--- src/dcirpm_pkg.sv ---
// shared types and constants of the dc internal resistance pulse tester
`default_nettype none

package dcirpm_pkg;

   localparam int ADDR_W     = 5;
   localparam int DATA_W     = 64;
   localparam int CFG_TIME_W = 48;
   localparam int NOW_W      = 48;
   localparam int VOLT_W     = 26;
   localparam int CURR_W     = 24;
   localparam int MOHM_W     = 32;
   localparam int MILLI_W    = 10;
   localparam int DIVIDEND_W = VOLT_W + MILLI_W;
   localparam int DIV_STEPS  = DIVIDEND_W;
   localparam int CNT_W      = $clog2(DIV_STEPS);

   localparam logic [MILLI_W-1:0] MILLI = MILLI_W'(1000);

   localparam logic [CFG_TIME_W-1:0] INTERVAL_RST = CFG_TIME_W'(60000000);
   localparam logic [CFG_TIME_W-1:0] DURATION_RST = CFG_TIME_W'(100000);
   localparam logic [CURR_W-1:0]     PULSE_I_RST  = CURR_W'(100000);

   // register indexes, paddr[4:3]
   localparam logic [1:0] REG_INTERVAL = 2'd0;
   localparam logic [1:0] REG_DURATION = 2'd1;
   localparam logic [1:0] REG_PULSE_I  = 2'd2;

   // request kinds
   localparam logic REQ_PROCESS = 1'b0;
   localparam logic REQ_REARM   = 1'b1;

   typedef struct packed {
      logic [CFG_TIME_W-1:0] interval_us;
      logic [CFG_TIME_W-1:0] pulse_duration_us;
      logic [CURR_W-1:0]     pulse_current_ua;
   } cfg_type;

   typedef enum logic [4:0] {
      ST_IDLE = 5'b00001,
      ST_EVAL = 5'b00010,
      ST_MUL  = 5'b00100,
      ST_DIV  = 5'b01000,
      ST_DONE = 5'b10000
   } state_type;

   typedef struct packed {
      logic load;
      logic diff_load;
      logic rearm;
      logic start_pulse;
      logic end_pulse;
      logic mul;
      logic div_step;
      logic emit;
      logic sp_pulse;
      logic res_ok;
      logic res_rej;
   } cmd_type;

   typedef struct packed {
      logic is_rearm;
      logic in_range;
      logic phase;
      logic elapsed;
      logic plausible;
   } status_type;

endpackage

`default_nettype wire

--- src/dcirpm_regs.sv ---
// configuration registers behind the apb-style port
`default_nettype none

module dcirpm_regs
   import dcirpm_pkg::*;
(
   input  wire logic              clock,
   input  wire logic              reset,
   input  wire logic              psel,
   input  wire logic              penable,
   input  wire logic              pwrite,
   input  wire logic [ADDR_W-1:0] paddr,
   input  wire logic [DATA_W-1:0] pwdata,
   output logic      [DATA_W-1:0] prdata,
   output logic                   pready,
   output cfg_type                cfg
);

   cfg_type    cfg_ff;
   logic       wr_en;
   logic [1:0] reg_idx;

   assign pready  = 1'b1;
   assign wr_en   = psel && penable && pwrite;
   assign reg_idx = paddr[4:3];
   assign cfg     = cfg_ff;

   always_ff @(posedge clock) begin
      if (reset) begin
         cfg_ff.interval_us       <= INTERVAL_RST;
         cfg_ff.pulse_duration_us <= DURATION_RST;
         cfg_ff.pulse_current_ua  <= PULSE_I_RST;
      end else if (wr_en) begin
         unique case (reg_idx)
            REG_INTERVAL: cfg_ff.interval_us       <= pwdata[CFG_TIME_W-1:0];
            REG_DURATION: cfg_ff.pulse_duration_us <= pwdata[CFG_TIME_W-1:0];
            REG_PULSE_I:  cfg_ff.pulse_current_ua  <= pwdata[CURR_W-1:0];
            default: ;
         endcase
      end
   end

   always_comb begin
      unique case (reg_idx)
         REG_INTERVAL: prdata = DATA_W'(cfg_ff.interval_us);
         REG_DURATION: prdata = DATA_W'(cfg_ff.pulse_duration_us);
         REG_PULSE_I:  prdata = DATA_W'(cfg_ff.pulse_current_ua);
         default:      prdata = '0;
      endcase
   end

endmodule

`default_nettype wire

--- src/dcirpm_ctrl.sv ---
// sequencing state machine: evaluate, multiply, divide, report
`default_nettype none

module dcirpm_ctrl
   import dcirpm_pkg::*;
(
   input  wire logic       clock,
   input  wire logic       reset,
   input  wire logic       start,
   output logic            busy,
   input  wire status_type status,
   output cmd_type         cmd
);

   state_type              state_ff, state_in;
   logic      [CNT_W-1:0]  cnt_ff, cnt_in;

   assign busy = (state_ff != ST_IDLE);

   always_comb begin
      state_in = state_ff;
      cnt_in   = cnt_ff;
      cmd      = '0;
      unique case (state_ff)
         ST_IDLE: begin
            if (start) begin
               cmd.load = 1'b1;
               state_in = ST_EVAL;
            end
         end
         ST_EVAL: begin
            cmd.diff_load = 1'b1;
            state_in      = ST_IDLE;
            priority if (status.is_rearm) begin
               cmd.rearm = status.in_range;
            end else if (!status.in_range) begin
               cmd.emit = 1'b1;
            end else if (!status.phase) begin
               cmd.emit        = 1'b1;
               cmd.sp_pulse    = status.elapsed;
               cmd.start_pulse = status.elapsed;
            end else if (!status.elapsed) begin
               cmd.emit     = 1'b1;
               cmd.sp_pulse = 1'b1;
            end else begin
               cmd.end_pulse = 1'b1;
               if (status.plausible) begin
                  state_in = ST_MUL;
               end else begin
                  cmd.emit    = 1'b1;
                  cmd.res_rej = 1'b1;
               end
            end
         end
         ST_MUL: begin
            cmd.mul  = 1'b1;
            cnt_in   = CNT_W'(DIV_STEPS - 1);
            state_in = ST_DIV;
         end
         ST_DIV: begin
            cmd.div_step = 1'b1;
            cnt_in       = cnt_ff - 1'b1;
            if (cnt_ff == '0) begin
               state_in = ST_DONE;
            end
         end
         ST_DONE: begin
            cmd.emit   = 1'b1;
            cmd.res_ok = 1'b1;
            state_in   = ST_IDLE;
         end
         default: begin
            state_in = ST_IDLE;
         end
      endcase
   end

   always_ff @(posedge clock) begin
      if (reset) begin
         state_ff <= ST_IDLE;
         cnt_ff   <= '0;
      end else begin
         state_ff <= state_in;
         cnt_ff   <= cnt_in;
      end
   end

endmodule

`default_nettype wire

--- src/dcirpm_dp.sv ---
// channel state, elapsed-time checks, multiply, radix-2 divider and result register
`default_nettype none

module dcirpm_dp
   import dcirpm_pkg::*;
#(
   parameter int CHANNELS  = 4,
   parameter int TIME_BITS = 48
) (
   input  wire logic              clock,
   input  wire logic              reset,
   input  wire cmd_type           cmd,
   output status_type             status,
   input  wire cfg_type           cfg,
   input  wire logic              req_type,
   input  wire logic [1:0]        req_channel,
   input  wire logic [NOW_W-1:0]  req_now_us,
   input  wire logic [VOLT_W-1:0] req_voltage_uv,
   input  wire logic [CURR_W-1:0] req_current_ua,
   input  wire logic [CURR_W-1:0] req_target_ua,
   output logic                   rsp_strobe,
   output logic [CURR_W-1:0]      rsp_setpoint_ua,
   output logic                   rsp_res_valid,
   output logic [MOHM_W-1:0]      rsp_res_mohm,
   output logic                   rsp_res_rejected
);

   localparam int CH_W  = (CHANNELS > 1) ? $clog2(CHANNELS) : 1;
   localparam int CMP_W = (TIME_BITS > CFG_TIME_W) ? TIME_BITS : CFG_TIME_W;

   // latched request
   logic                  kind_ff;
   logic [1:0]            chan_ff;
   logic [NOW_W-1:0]      now_ff;
   logic [VOLT_W-1:0]     volt_ff;
   logic [CURR_W-1:0]     curr_ff;
   logic [CURR_W-1:0]     target_ff;

   // per-channel state
   logic                  phase_ff [CHANNELS];
   logic [TIME_BITS-1:0]  last_ff  [CHANNELS];
   logic [TIME_BITS-1:0]  begin_ff [CHANNELS];
   logic [VOLT_W-1:0]     basev_ff [CHANNELS];
   logic [CURR_W-1:0]     basei_ff [CHANNELS];

   // arithmetic
   logic [VOLT_W-1:0]     dv_ff;
   logic [CURR_W-1:0]     di_ff;
   logic [DIVIDEND_W-1:0] dq_ff, dq_in;
   logic [CURR_W-1:0]     rem_ff, rem_in;
   logic [CURR_W:0]       shifted;

   // result register
   logic                  strobe_ff;
   logic [CURR_W-1:0]     setpoint_ff;
   logic                  valid_ff;
   logic [MOHM_W-1:0]     mohm_ff;
   logic                  rej_ff;

   logic [CH_W-1:0]       ch_idx;
   logic [TIME_BITS-1:0]  now_t;
   logic [TIME_BITS-1:0]  stamp;
   logic [TIME_BITS-1:0]  diff;
   logic [CFG_TIME_W-1:0] limit;
   logic [MOHM_W-1:0]     quot_sat;

   assign ch_idx = CH_W'(32'(chan_ff));
   assign now_t  = TIME_BITS'(now_ff);

   // elapsed time against the stamp that the current phase uses
   assign stamp = phase_ff[ch_idx] ? begin_ff[ch_idx] : last_ff[ch_idx];
   assign limit = phase_ff[ch_idx] ? cfg.pulse_duration_us : cfg.interval_us;
   assign diff  = now_t - stamp;

   assign status.is_rearm  = (kind_ff == REQ_REARM);
   assign status.in_range  = (32'(chan_ff) < 32'(CHANNELS));
   assign status.phase     = phase_ff[ch_idx];
   assign status.elapsed   = (CMP_W'(diff) >= CMP_W'(limit));
   assign status.plausible = (volt_ff > basev_ff[ch_idx]) && (basei_ff[ch_idx] > curr_ff);

   always_ff @(posedge clock) begin
      if (cmd.load) begin
         kind_ff   <= req_type;
         chan_ff   <= req_channel;
         now_ff    <= req_now_us;
         volt_ff   <= req_voltage_uv;
         curr_ff   <= req_current_ua;
         target_ff <= req_target_ua;
      end
   end

   always_ff @(posedge clock) begin
      if (reset) begin
         for (int i = 0; i < CHANNELS; i++) begin
            phase_ff[i] <= 1'b0;
            last_ff[i]  <= '0;
         end
      end else if (cmd.rearm || cmd.end_pulse) begin
         phase_ff[ch_idx] <= 1'b0;
         last_ff[ch_idx]  <= now_t;
      end else if (cmd.start_pulse) begin
         phase_ff[ch_idx] <= 1'b1;
      end
   end

   // only read while a pulse is held, so no reset needed
   always_ff @(posedge clock) begin
      if (cmd.start_pulse) begin
         begin_ff[ch_idx] <= now_t;
         basev_ff[ch_idx] <= volt_ff;
         basei_ff[ch_idx] <= curr_ff;
      end
   end

   // restoring division, one quotient bit a cycle
   assign shifted = {rem_ff, dq_ff[DIVIDEND_W-1]};

   always_comb begin
      dq_in  = dq_ff;
      rem_in = rem_ff;
      if (cmd.mul) begin
         dq_in  = DIVIDEND_W'(dv_ff) * DIVIDEND_W'(MILLI);
         rem_in = '0;
      end else if (cmd.div_step) begin
         if (shifted >= {1'b0, di_ff}) begin
            rem_in = CURR_W'(shifted - {1'b0, di_ff});
            dq_in  = {dq_ff[DIVIDEND_W-2:0], 1'b1};
         end else begin
            rem_in = shifted[CURR_W-1:0];
            dq_in  = {dq_ff[DIVIDEND_W-2:0], 1'b0};
         end
      end
   end

   always_ff @(posedge clock) begin
      if (cmd.diff_load) begin
         dv_ff <= volt_ff - basev_ff[ch_idx];
         di_ff <= basei_ff[ch_idx] - curr_ff;
      end
      dq_ff  <= dq_in;
      rem_ff <= rem_in;
   end

   assign quot_sat = (|dq_ff[DIVIDEND_W-1:MOHM_W]) ? '1 : dq_ff[MOHM_W-1:0];

   always_ff @(posedge clock) begin
      if (reset) begin
         strobe_ff <= 1'b0;
      end else begin
         strobe_ff <= cmd.emit;
      end
   end

   always_ff @(posedge clock) begin
      if (cmd.emit) begin
         setpoint_ff <= cmd.sp_pulse ? cfg.pulse_current_ua : target_ff;
         valid_ff    <= cmd.res_ok;
         mohm_ff     <= cmd.res_ok ? quot_sat : '0;
         rej_ff      <= cmd.res_rej;
      end
   end

   assign rsp_strobe       = strobe_ff;
   assign rsp_setpoint_ua  = setpoint_ff;
   assign rsp_res_valid    = valid_ff;
   assign rsp_res_mohm     = mohm_ff;
   assign rsp_res_rejected = rej_ff;

endmodule

`default_nettype wire

--- src/dcir_pulse_measure_core.sv ---
// top level of the per-channel dc internal resistance pulse tester
//
//   channel   direction  handshake                 payload
//   request   in         start / busy              req_type, req_channel, req_now_us,
//                                                  req_voltage_uv, req_current_ua, req_target_ua
//   result    out        rsp_strobe (one cycle)    rsp_setpoint_ua, rsp_res_valid,
//                                                  rsp_res_mohm, rsp_res_rejected
//   config    in/out     psel/penable/pready       paddr, pwrite, pwdata, prdata
//
// a request is taken when start is high and busy is low; one request at a time
// a result strobes from the register after the evaluate state, or, when a resistance is
// computed, after the multiply state, the 36-step radix-2 divider and the done state
// a rearm request gives no result and frees the block after the evaluate state
// synchronous reset clears phases, the interval time stamps and the registers to their defaults
// results cannot be stalled; each is strobed for exactly one cycle
`default_nettype none

module dcir_pulse_measure_core
   import dcirpm_pkg::*;
#(
   parameter int CHANNELS  = 4,
   parameter int TIME_BITS = 48
) (
   input  wire logic              clock,
   input  wire logic              reset,
   input  wire logic              start,
   output logic                   busy,
   input  wire logic              req_type,
   input  wire logic [1:0]        req_channel,
   input  wire logic [NOW_W-1:0]  req_now_us,
   input  wire logic [VOLT_W-1:0] req_voltage_uv,
   input  wire logic [CURR_W-1:0] req_current_ua,
   input  wire logic [CURR_W-1:0] req_target_ua,
   output logic                   rsp_strobe,
   output logic [CURR_W-1:0]      rsp_setpoint_ua,
   output logic                   rsp_res_valid,
   output logic [MOHM_W-1:0]      rsp_res_mohm,
   output logic                   rsp_res_rejected,
   input  wire logic              psel,
   input  wire logic              penable,
   input  wire logic              pwrite,
   input  wire logic [ADDR_W-1:0] paddr,
   input  wire logic [DATA_W-1:0] pwdata,
   output logic      [DATA_W-1:0] prdata,
   output logic                   pready
);

   cfg_type    cfg;
   cmd_type    cmd;
   status_type status;

   dcirpm_regs u_regs (
      .clock   (clock),
      .reset   (reset),
      .psel    (psel),
      .penable (penable),
      .pwrite  (pwrite),
      .paddr   (paddr),
      .pwdata  (pwdata),
      .prdata  (prdata),
      .pready  (pready),
      .cfg     (cfg)
   );

   dcirpm_ctrl u_ctrl (
      .clock  (clock),
      .reset  (reset),
      .start  (start),
      .busy   (busy),
      .status (status),
      .cmd    (cmd)
   );

   dcirpm_dp #(
      .CHANNELS  (CHANNELS),
      .TIME_BITS (TIME_BITS)
   ) u_dp (
      .clock            (clock),
      .reset            (reset),
      .cmd              (cmd),
      .status           (status),
      .cfg              (cfg),
      .req_type         (req_type),
      .req_channel      (req_channel),
      .req_now_us       (req_now_us),
      .req_voltage_uv   (req_voltage_uv),
      .req_current_ua   (req_current_ua),
      .req_target_ua    (req_target_ua),
      .rsp_strobe       (rsp_strobe),
      .rsp_setpoint_ua  (rsp_setpoint_ua),
      .rsp_res_valid    (rsp_res_valid),
      .rsp_res_mohm     (rsp_res_mohm),
      .rsp_res_rejected (rsp_res_rejected)
   );

   // every request passes through the evaluate state, so strobes never touch
   a_strobe_spaced: assert property (@(posedge clock) disable iff (reset)
      rsp_strobe |=> !rsp_strobe)
      else $error("result strobe on two cycles in a row");

   a_flags_exclusive: assert property (@(posedge clock) disable iff (reset)
      rsp_strobe |-> !(rsp_res_valid && rsp_res_rejected))
      else $error("result both valid and rejected");

   a_mohm_zero: assert property (@(posedge clock) disable iff (reset)
      (rsp_strobe && !rsp_res_valid) |-> (rsp_res_mohm == '0))
      else $error("resistance nonzero without a valid measurement");

   a_busy_after_take: assert property (@(posedge clock) disable iff (reset)
      (start && !busy) |=> busy)
      else $error("request taken but block not busy");

endmodule

`default_nettype wire
--- config.mk ---
export PLATFORM = sky130hd
export DESIGN_NAME = dcir_pulse_measure_core
export DESIGN_NICKNAME = d
export VERILOG_FILES = /design/src/dcirpm_pkg.sv /design/src/dcirpm_regs.sv /design/src/dcirpm_ctrl.sv /design/src/dcirpm_dp.sv /design/src/dcir_pulse_measure_core.sv
export SDC_FILE = /design/constraint.sdc
export NUM_CORES = 2
export LEC_CHECK = 0
export BUFFER_PORTS_ARGS = -buffer_cell sky130_fd_sc_hd__buf_2
export CAP_MARGIN = 5
export CORE_UTILIZATION = 50
export DETAILED_ROUTE_END_ITERATION = 6
export GPL_ROUTABILITY_DRIVEN = 0
export PLACE_DENSITY = 0.71
export RECOVER_POWER = 50
export SLEW_MARGIN = 20
export SYNTH_ARGS = -nofsm -noshare
export SYNTH_HDL_FRONTEND = slang
export SYNTH_SLANG_ARGS = --single-unit
--- constraint.sdc ---
create_clock -name clock -period 14.6 [get_ports clock]
set_input_delay 2.92 -clock clock [delete_from_list [all_inputs] [get_ports clock]]
set_output_delay 2.92 -clock clock [all_outputs]
set_load 0.01 [all_outputs]
# Word-level counts from Yosys, hierarchy flattened
# Memory sizes are Yosys's and may differ from the RTL's. A register that Yosys moved wholly into a read port is not among the register bits.
# Cells that the tools add are included.
# classes
eq_ne,10
n_bitwise,4
muxes,57
multipliers,1
n_div,0
n_lt_le_gt_ge,4
addsub,5
reduce_logical,16
shifts,0
# ops
cell,count
48-bit 2-to-1 mux,3
48-bit one-hot mux with 3 select lines,1
36-bit 2-to-1 mux,2
48-bit >= comparator,1
24-bit 2-to-1 mux,2
48-bit OR reduction,1
24-bit subtractor,2
48-bit subtractor,1
26-bit by 7-bit multiplier with 33-bit output (second input constant),1
32-bit 2-to-1 mux,1
1-bit 2-to-1 mux,28
26-bit > comparator,1
26-bit subtractor,1
25-bit by 24-bit >= comparator with 1-bit output,1
24-bit > comparator,1
2-bit 2-to-1 mux,10
5-bit 2-to-1 mux,4
5-bit one-hot mux with 4 select lines,1
6-bit one-hot mux with 2 select lines,1
2-bit AND reduction,4
4-bit OR reduction,2
6-bit logical NOT,1
3-bit 2-to-1 mux,2
6-bit by 1-bit subtractor with 6-bit output (second input constant),1
other kinds (19),24
# totals
word_cells,123
mem_count,5
mem_bits_ro,0
latchBits,0
ff_bits,425
output_inout_bits,125
ramBits,588
inputBits,200
# memory_table
name,depth,width,read_ports,rd_ports_with_merged_regs,wr,line_no,text
u_dp.begin_ff,4,48,1,1,1,dcirpm_dp.sv:42,logic [TIME_BITS-1:0] begin_ff [CHANNELS];
u_dp.last_ff,4,48,1,1,4,dcirpm_dp.sv:41,logic [TIME_BITS-1:0] last_ff [CHANNELS];
u_dp.basev_ff,4,26,1,1,1,dcirpm_dp.sv:43,logic [VOLT_W-1:0] basev_ff [CHANNELS];
u_dp.basei_ff,4,24,1,1,1,dcirpm_dp.sv:44,logic [CURR_W-1:0] basei_ff [CHANNELS];
u_dp.phase_ff,4,1,1,1,4,dcirpm_dp.sv:40,logic phase_ff [CHANNELS];

# Depth between registers and ports, before layout
# logic_depth
depth_word,14
mapped_depth,36
mapped_depth_nobuf,33

# Cells and area by module
# A second synthesis with hierarchy kept.
# unflattened
cells_unflattened,3782
area_unflattened_um2,51349.2
# modules_own_cells
mod,area_each_um2,cells_per_inst,n_inst
dcirpm_dp,44709.1,3085,1
dcirpm_regs,5876.9,609,1
dcirpm_ctrl,763.2,88,1

# Least setup slack after synthesis
# No wires, ideal clock.
# synth_path
kind,flip-flop to flip-flop
start,register with a tool-made name
end,"memory u_dp.basei_ff[0][0], enable pin"
setup_time_ns,0.556
n_path_buf,4
slack_ns,4.046
path_stages_with_launch,32
t_arrival_ns,9.998
path_cell_list,dfxtp_1 -> clkbuf_1 -> mux4_2 -> clkbuf_1 -> clkbuf_1 -> mux4_2 -> mux2i_1 -> ha_1 -> clkbuf_1 -> a21oi_1 -> o21ai_0 -> a311oi_1 -> o2bb2ai_1 -> a41oi_1 -> a21oi_1 -> a221oi_1 -> o21bai_1 -> a21oi_1 -> xnor2_1 -> ha_1 -> nand3_1 -> nor4_1 -> nand3_1 -> nor3_1 -> a221oi_1 -> o21a_1 -> o211ai_1 -> a41oi_1 -> inv_1 -> ha_1 -> nand2_1 -> nor2_1
# synth_lines
item,line_no
to (decl),dcirpm_dp.sv:44

==> summary.md <==
| Metric | Value |
|---|---|
| Run status | `finished, violations left` |
| Failing checks | `max-capacitance violations, max-slew violations` |
| Period minus WS final | `11.00 ns` |
| Clock sink count | `1015` |
| Setup violators final | `0` |
| Chip width | `319 µm` |
| Setup repair after global routing missed its margin | `no` |
| EDFF count, synth | `854` |
| Clock share of power | `0.347` |
| Slew HR | `-1.73` |
| H-tree depth | `3` |
| Setup TNS | `0 ns` |
| Total power | `7.81 mW` |
| Area growth syn-to-layout | `12.3%` |
| Crit share post-route | `0.753` |
| DRC Markers | `0` |
| Initial DRC count | `3020` |
| Final Cell Area | `56300 µm²` |
| Router iterations before antenna repair | `5` |
| Final nets | `4680` |
| ANT nets after route | `0` |
| Vias per cell | `5.71` |
| Inserted Clock Buffers | `107` |
| Pin count of the biggest net entering global routing | `83` |
| Post-Syn Area | `50100 µm²` |
| Resize count post-CTS | `0` |
| Ys flop type | `edfxtp_1` |
| Core Box Area | `98900 µm²` |
| Post-synth ARST share | `0` |
| Kind of critical path | `register to register` |
| Largest stage delay on the critical path | `0.88 ns` |
| HPWL Detailed | `77.5 mm` |
| Layout Skew | `0.0352 ns` |
| Gate power share | `0.230` |
| Sw power | `2.25 mW` |
| First-pass GRT wire length | `181 mm` |
| FP Rows | `115` |
| TritonCTS clock tree | `done` |
| Hold WC Path Type | `register to register` |
| Crit path max fanout | `58` |
| Die H | `319 µm` |
| CP most frequent cell | `buf_4` |
| Buffers on Ports | `288` |
| Startpoint types | `register` |
| WL/cell | `21.4 µm` |
| Dpl cells | `5313` |
| Yosys cell types | `90` |
| Post-CTS Setup Repair Bufs | `0` |
| Hold_sp | `u_regs.cfg[76]` |
| WHS Endpoint | `u_regs.cfg[76]` |
| R2R Path End | `u_dp.basei_ff[3][18]` |
| Placed inst area | `52900 µm²` |
| Max Clk Rate | `0.0909 GHz` |
| CTS root buf | `clkbuf_16` |
| Remaining global-route overflow | `0` |
| Pwr per Cell Area | `139 nW/µm²` |
| Element type at the critical path end | `register` |
| Pre-CTS WS | `3.72 ns` |
| Number of hold buffers added after CTS | `0` |
| Flop pwr share | `0.424` |
| Final design utilization | `0.569` |
| GRT Total Usage | `0.232` |
| Worst path arrival time | `11.30 ns` |
| R2R Setup Slk | `3.60 ns` |
| Vias in the first global route | `31200` |
| Starting Density | `0.507` |
| Seq/Total Area, Yosys | `0.576` |
| Worst-margin pin slew | `4.08 ns` |
| Syn avg cell area | `13.0 µm²` |
| Worst-path clk slew | `0.06 ns` |
| Max-cap violation count | `13` |
| I/O pin count | `325` |
| Post-route worst setup slack | `3.60 ns` |
| Synthesized flop and latch total | `1015` |
| Initial antenna violation count | `16` |
| Sw Ratio | `0.288` |
| Hold Path Stages | `2` |
| Worst vdd ir | `0.0913 mV` |
| Final-report hold violation count | `0` |
| R2r worst-path depth | `31` |
| Slew Limit Fails | `640` |
| Ratio of cells with drive above 1 in the final layout | `0.147` |
| Final cell count without fillers | `5520` |
| Crit-path slowest cell | `mux4_4` |
| Max clock buf depth | `3` |
| Synth Instances | `3861` |
| Ys Warns | `0` |
| Internal | `5.56 mW` |
| Routed WL | `118 mm` |
| Skew-Pair Late Insertion Delay | `0.70 ns` |
| Final hold slack | `0.472 ns` |
| Critical path required time | `14.90 ns` |
| Total Die Area | `101000 µm²` |
| Via count | `31500` |
| Static Leak | `21.4 nW` |
[critical path: cells and delay by family, from the launching register on]
| kind | cells | cell delay (ns) |
|---|---|---|
| buffers and inverters | 5 | 2.92 |
| AO/OA/AOI/OAI | 13 | 2.85 |
| AND/OR/NAND/NOR | 6 | 1.49 |
| multiplexers | 3 | 1.46 |
| adder cells (fa/ha/maj) | 3 | 0.89 |
| flip-flops | 1 | 0.77 |
| XOR/XNOR | 1 | 0.09 |
[layer usage]
| metal | global-route usage | share of wire |
|---|---|---|
| met1 | 0.330 | 0.44 |
| met2 | 0.352 | 0.45 |
| met3 | 0.0542 | 0.084 |
| met4 | 0.0758 | 0.029 |
| met5 | 0 | 0.00047 |
[sequential cells by signal, indices dropped and copies added (netlist names), 5 cells and up, named ones only]
register	flops
u_dp.di_ff	24
u_dp.begin_ff	192
u_dp.curr_ff	24
u_dp.volt_ff	26
u_dp.dv_ff	26
u_dp.rem_ff	24
u_dp.dq_ff	36
u_dp.last_ff	192
u_dp.target_ff	24
u_regs.cfg	120
u_dp.rsp_res_mohm	32
u_dp.basev_ff	104
u_ctrl.state_ff	5
u_dp.basei_ff	96
u_dp.now_ff	48
u_dp.rsp_setpoint_ua	24
u_ctrl.cnt_ff	6
[power by group through the flow]
stage / registers (mW) / logic (mW) / clock network, mW
floorplan: 3.33 / 1.33 / 0
global placement: 3.36 / 1.74 / 0
detailed placement: 3.36 / 1.77 / 0
CTS: 3.30 / 1.78 / 2.76
global route: 3.32 / 1.99 / 2.87
finish: 3.31 / 1.79 / 2.71
[synthesized netlist by cell type, types with 6 or more instances]
cell type  instances  area share
buf_2             13      0.0013
and3_1            13      0.0016
or2_2             11      0.0014
dfxtp_1          161       0.064
a211o_1            9      0.0016
or3_1              6     0.00075
nand2_1          439       0.033
a31oi_1           14      0.0017
buf_4             17      0.0025
mux4_2           147       0.066
nor2b_1           31      0.0039
o211ai_1          10      0.0015
nand2b_1          23      0.0029
clkbuf_1         125      0.0094
a211oi_1          20      0.0030
mux2_2            26      0.0058
mux2i_1          148       0.030
nor2_1           348       0.026
nand4_1           24      0.0030
a21oi_1          244       0.024
o31ai_1           11      0.0016
nand3_1           60      0.0060
edfxtp_1         854        0.51
and2_1            10      0.0012
nor3_1            29      0.0029
a21boi_0           7      0.0010
o21ai_1            7     0.00070
o21bai_1          17      0.0025
o21ai_0          127       0.013
a21o_1            82       0.012
a22o_1            10      0.0017
ha_1             247       0.062
xor2_1            53      0.0093
o21a_1            20      0.0030
xnor2_1           70       0.012
inv_1            200       0.015
buf_1             26      0.0019
fa_1              98       0.039
[final cells by class]
cell class,instances,area [µm²]
inverter,200,753
clock buffer,134,2850
tap,1287,1610
fill,7985,42600
multi-input combinational,2480,19900
timing repair buffer,331,1610
antenna,8,20.0
clock inverter,65,667
sequential,1015,28900
[worst max path at each step]
stage                                      end  startpoint  depth (start not counted)
after floorplan            u_dp.basei_ff[0][0]    register                         31
after global placement    u_dp.basei_ff[3][10]    register                         31
after detailed placement   u_dp.basei_ff[3][7]    register                         31
after CTS                 u_dp.basei_ff[3][18]    register                         31
after global routing      u_dp.basei_ff[3][18]    register                         31
final                     u_dp.basei_ff[3][18]    register                         31
[cells in the final DEF (no fill, tap or decap), types with 30 or more instances in the layout]
master and instances:
xor2_1 53, edfxtp_1 854, inv_1 198, o21ai_0 129
mux4_2 146, nor2b_1 30, buf_4 32, ha_1 247
nor2_1 343, a21o_1 82, nand2_1 438, xnor2_1 70
clkbuf_1 119, a21oi_1 244, nand3_1 60, buf_2 200
mux2i_1 148, clkbuf_16 108, dfxtp_1 159, fa_1 98
[cell families (layout without fill, tap and decap cells)]
group / count (synthesis) / after routing / synth area share
buf+inv: 381 / 730 / 0.0301
mux: 321 / 321 / 0.101
compound gates: 650 / 650 / 0.0824
other cells: 2 / 25 / 0.000150
xor+xnor: 123 / 123 / 0.0215
simple gates: 1024 / 1024 / 0.0874
flops: 1015 / 1015 / 0.576
fa+ha+maj: 345 / 345 / 0.101
(Power assumes the default switching activity.)
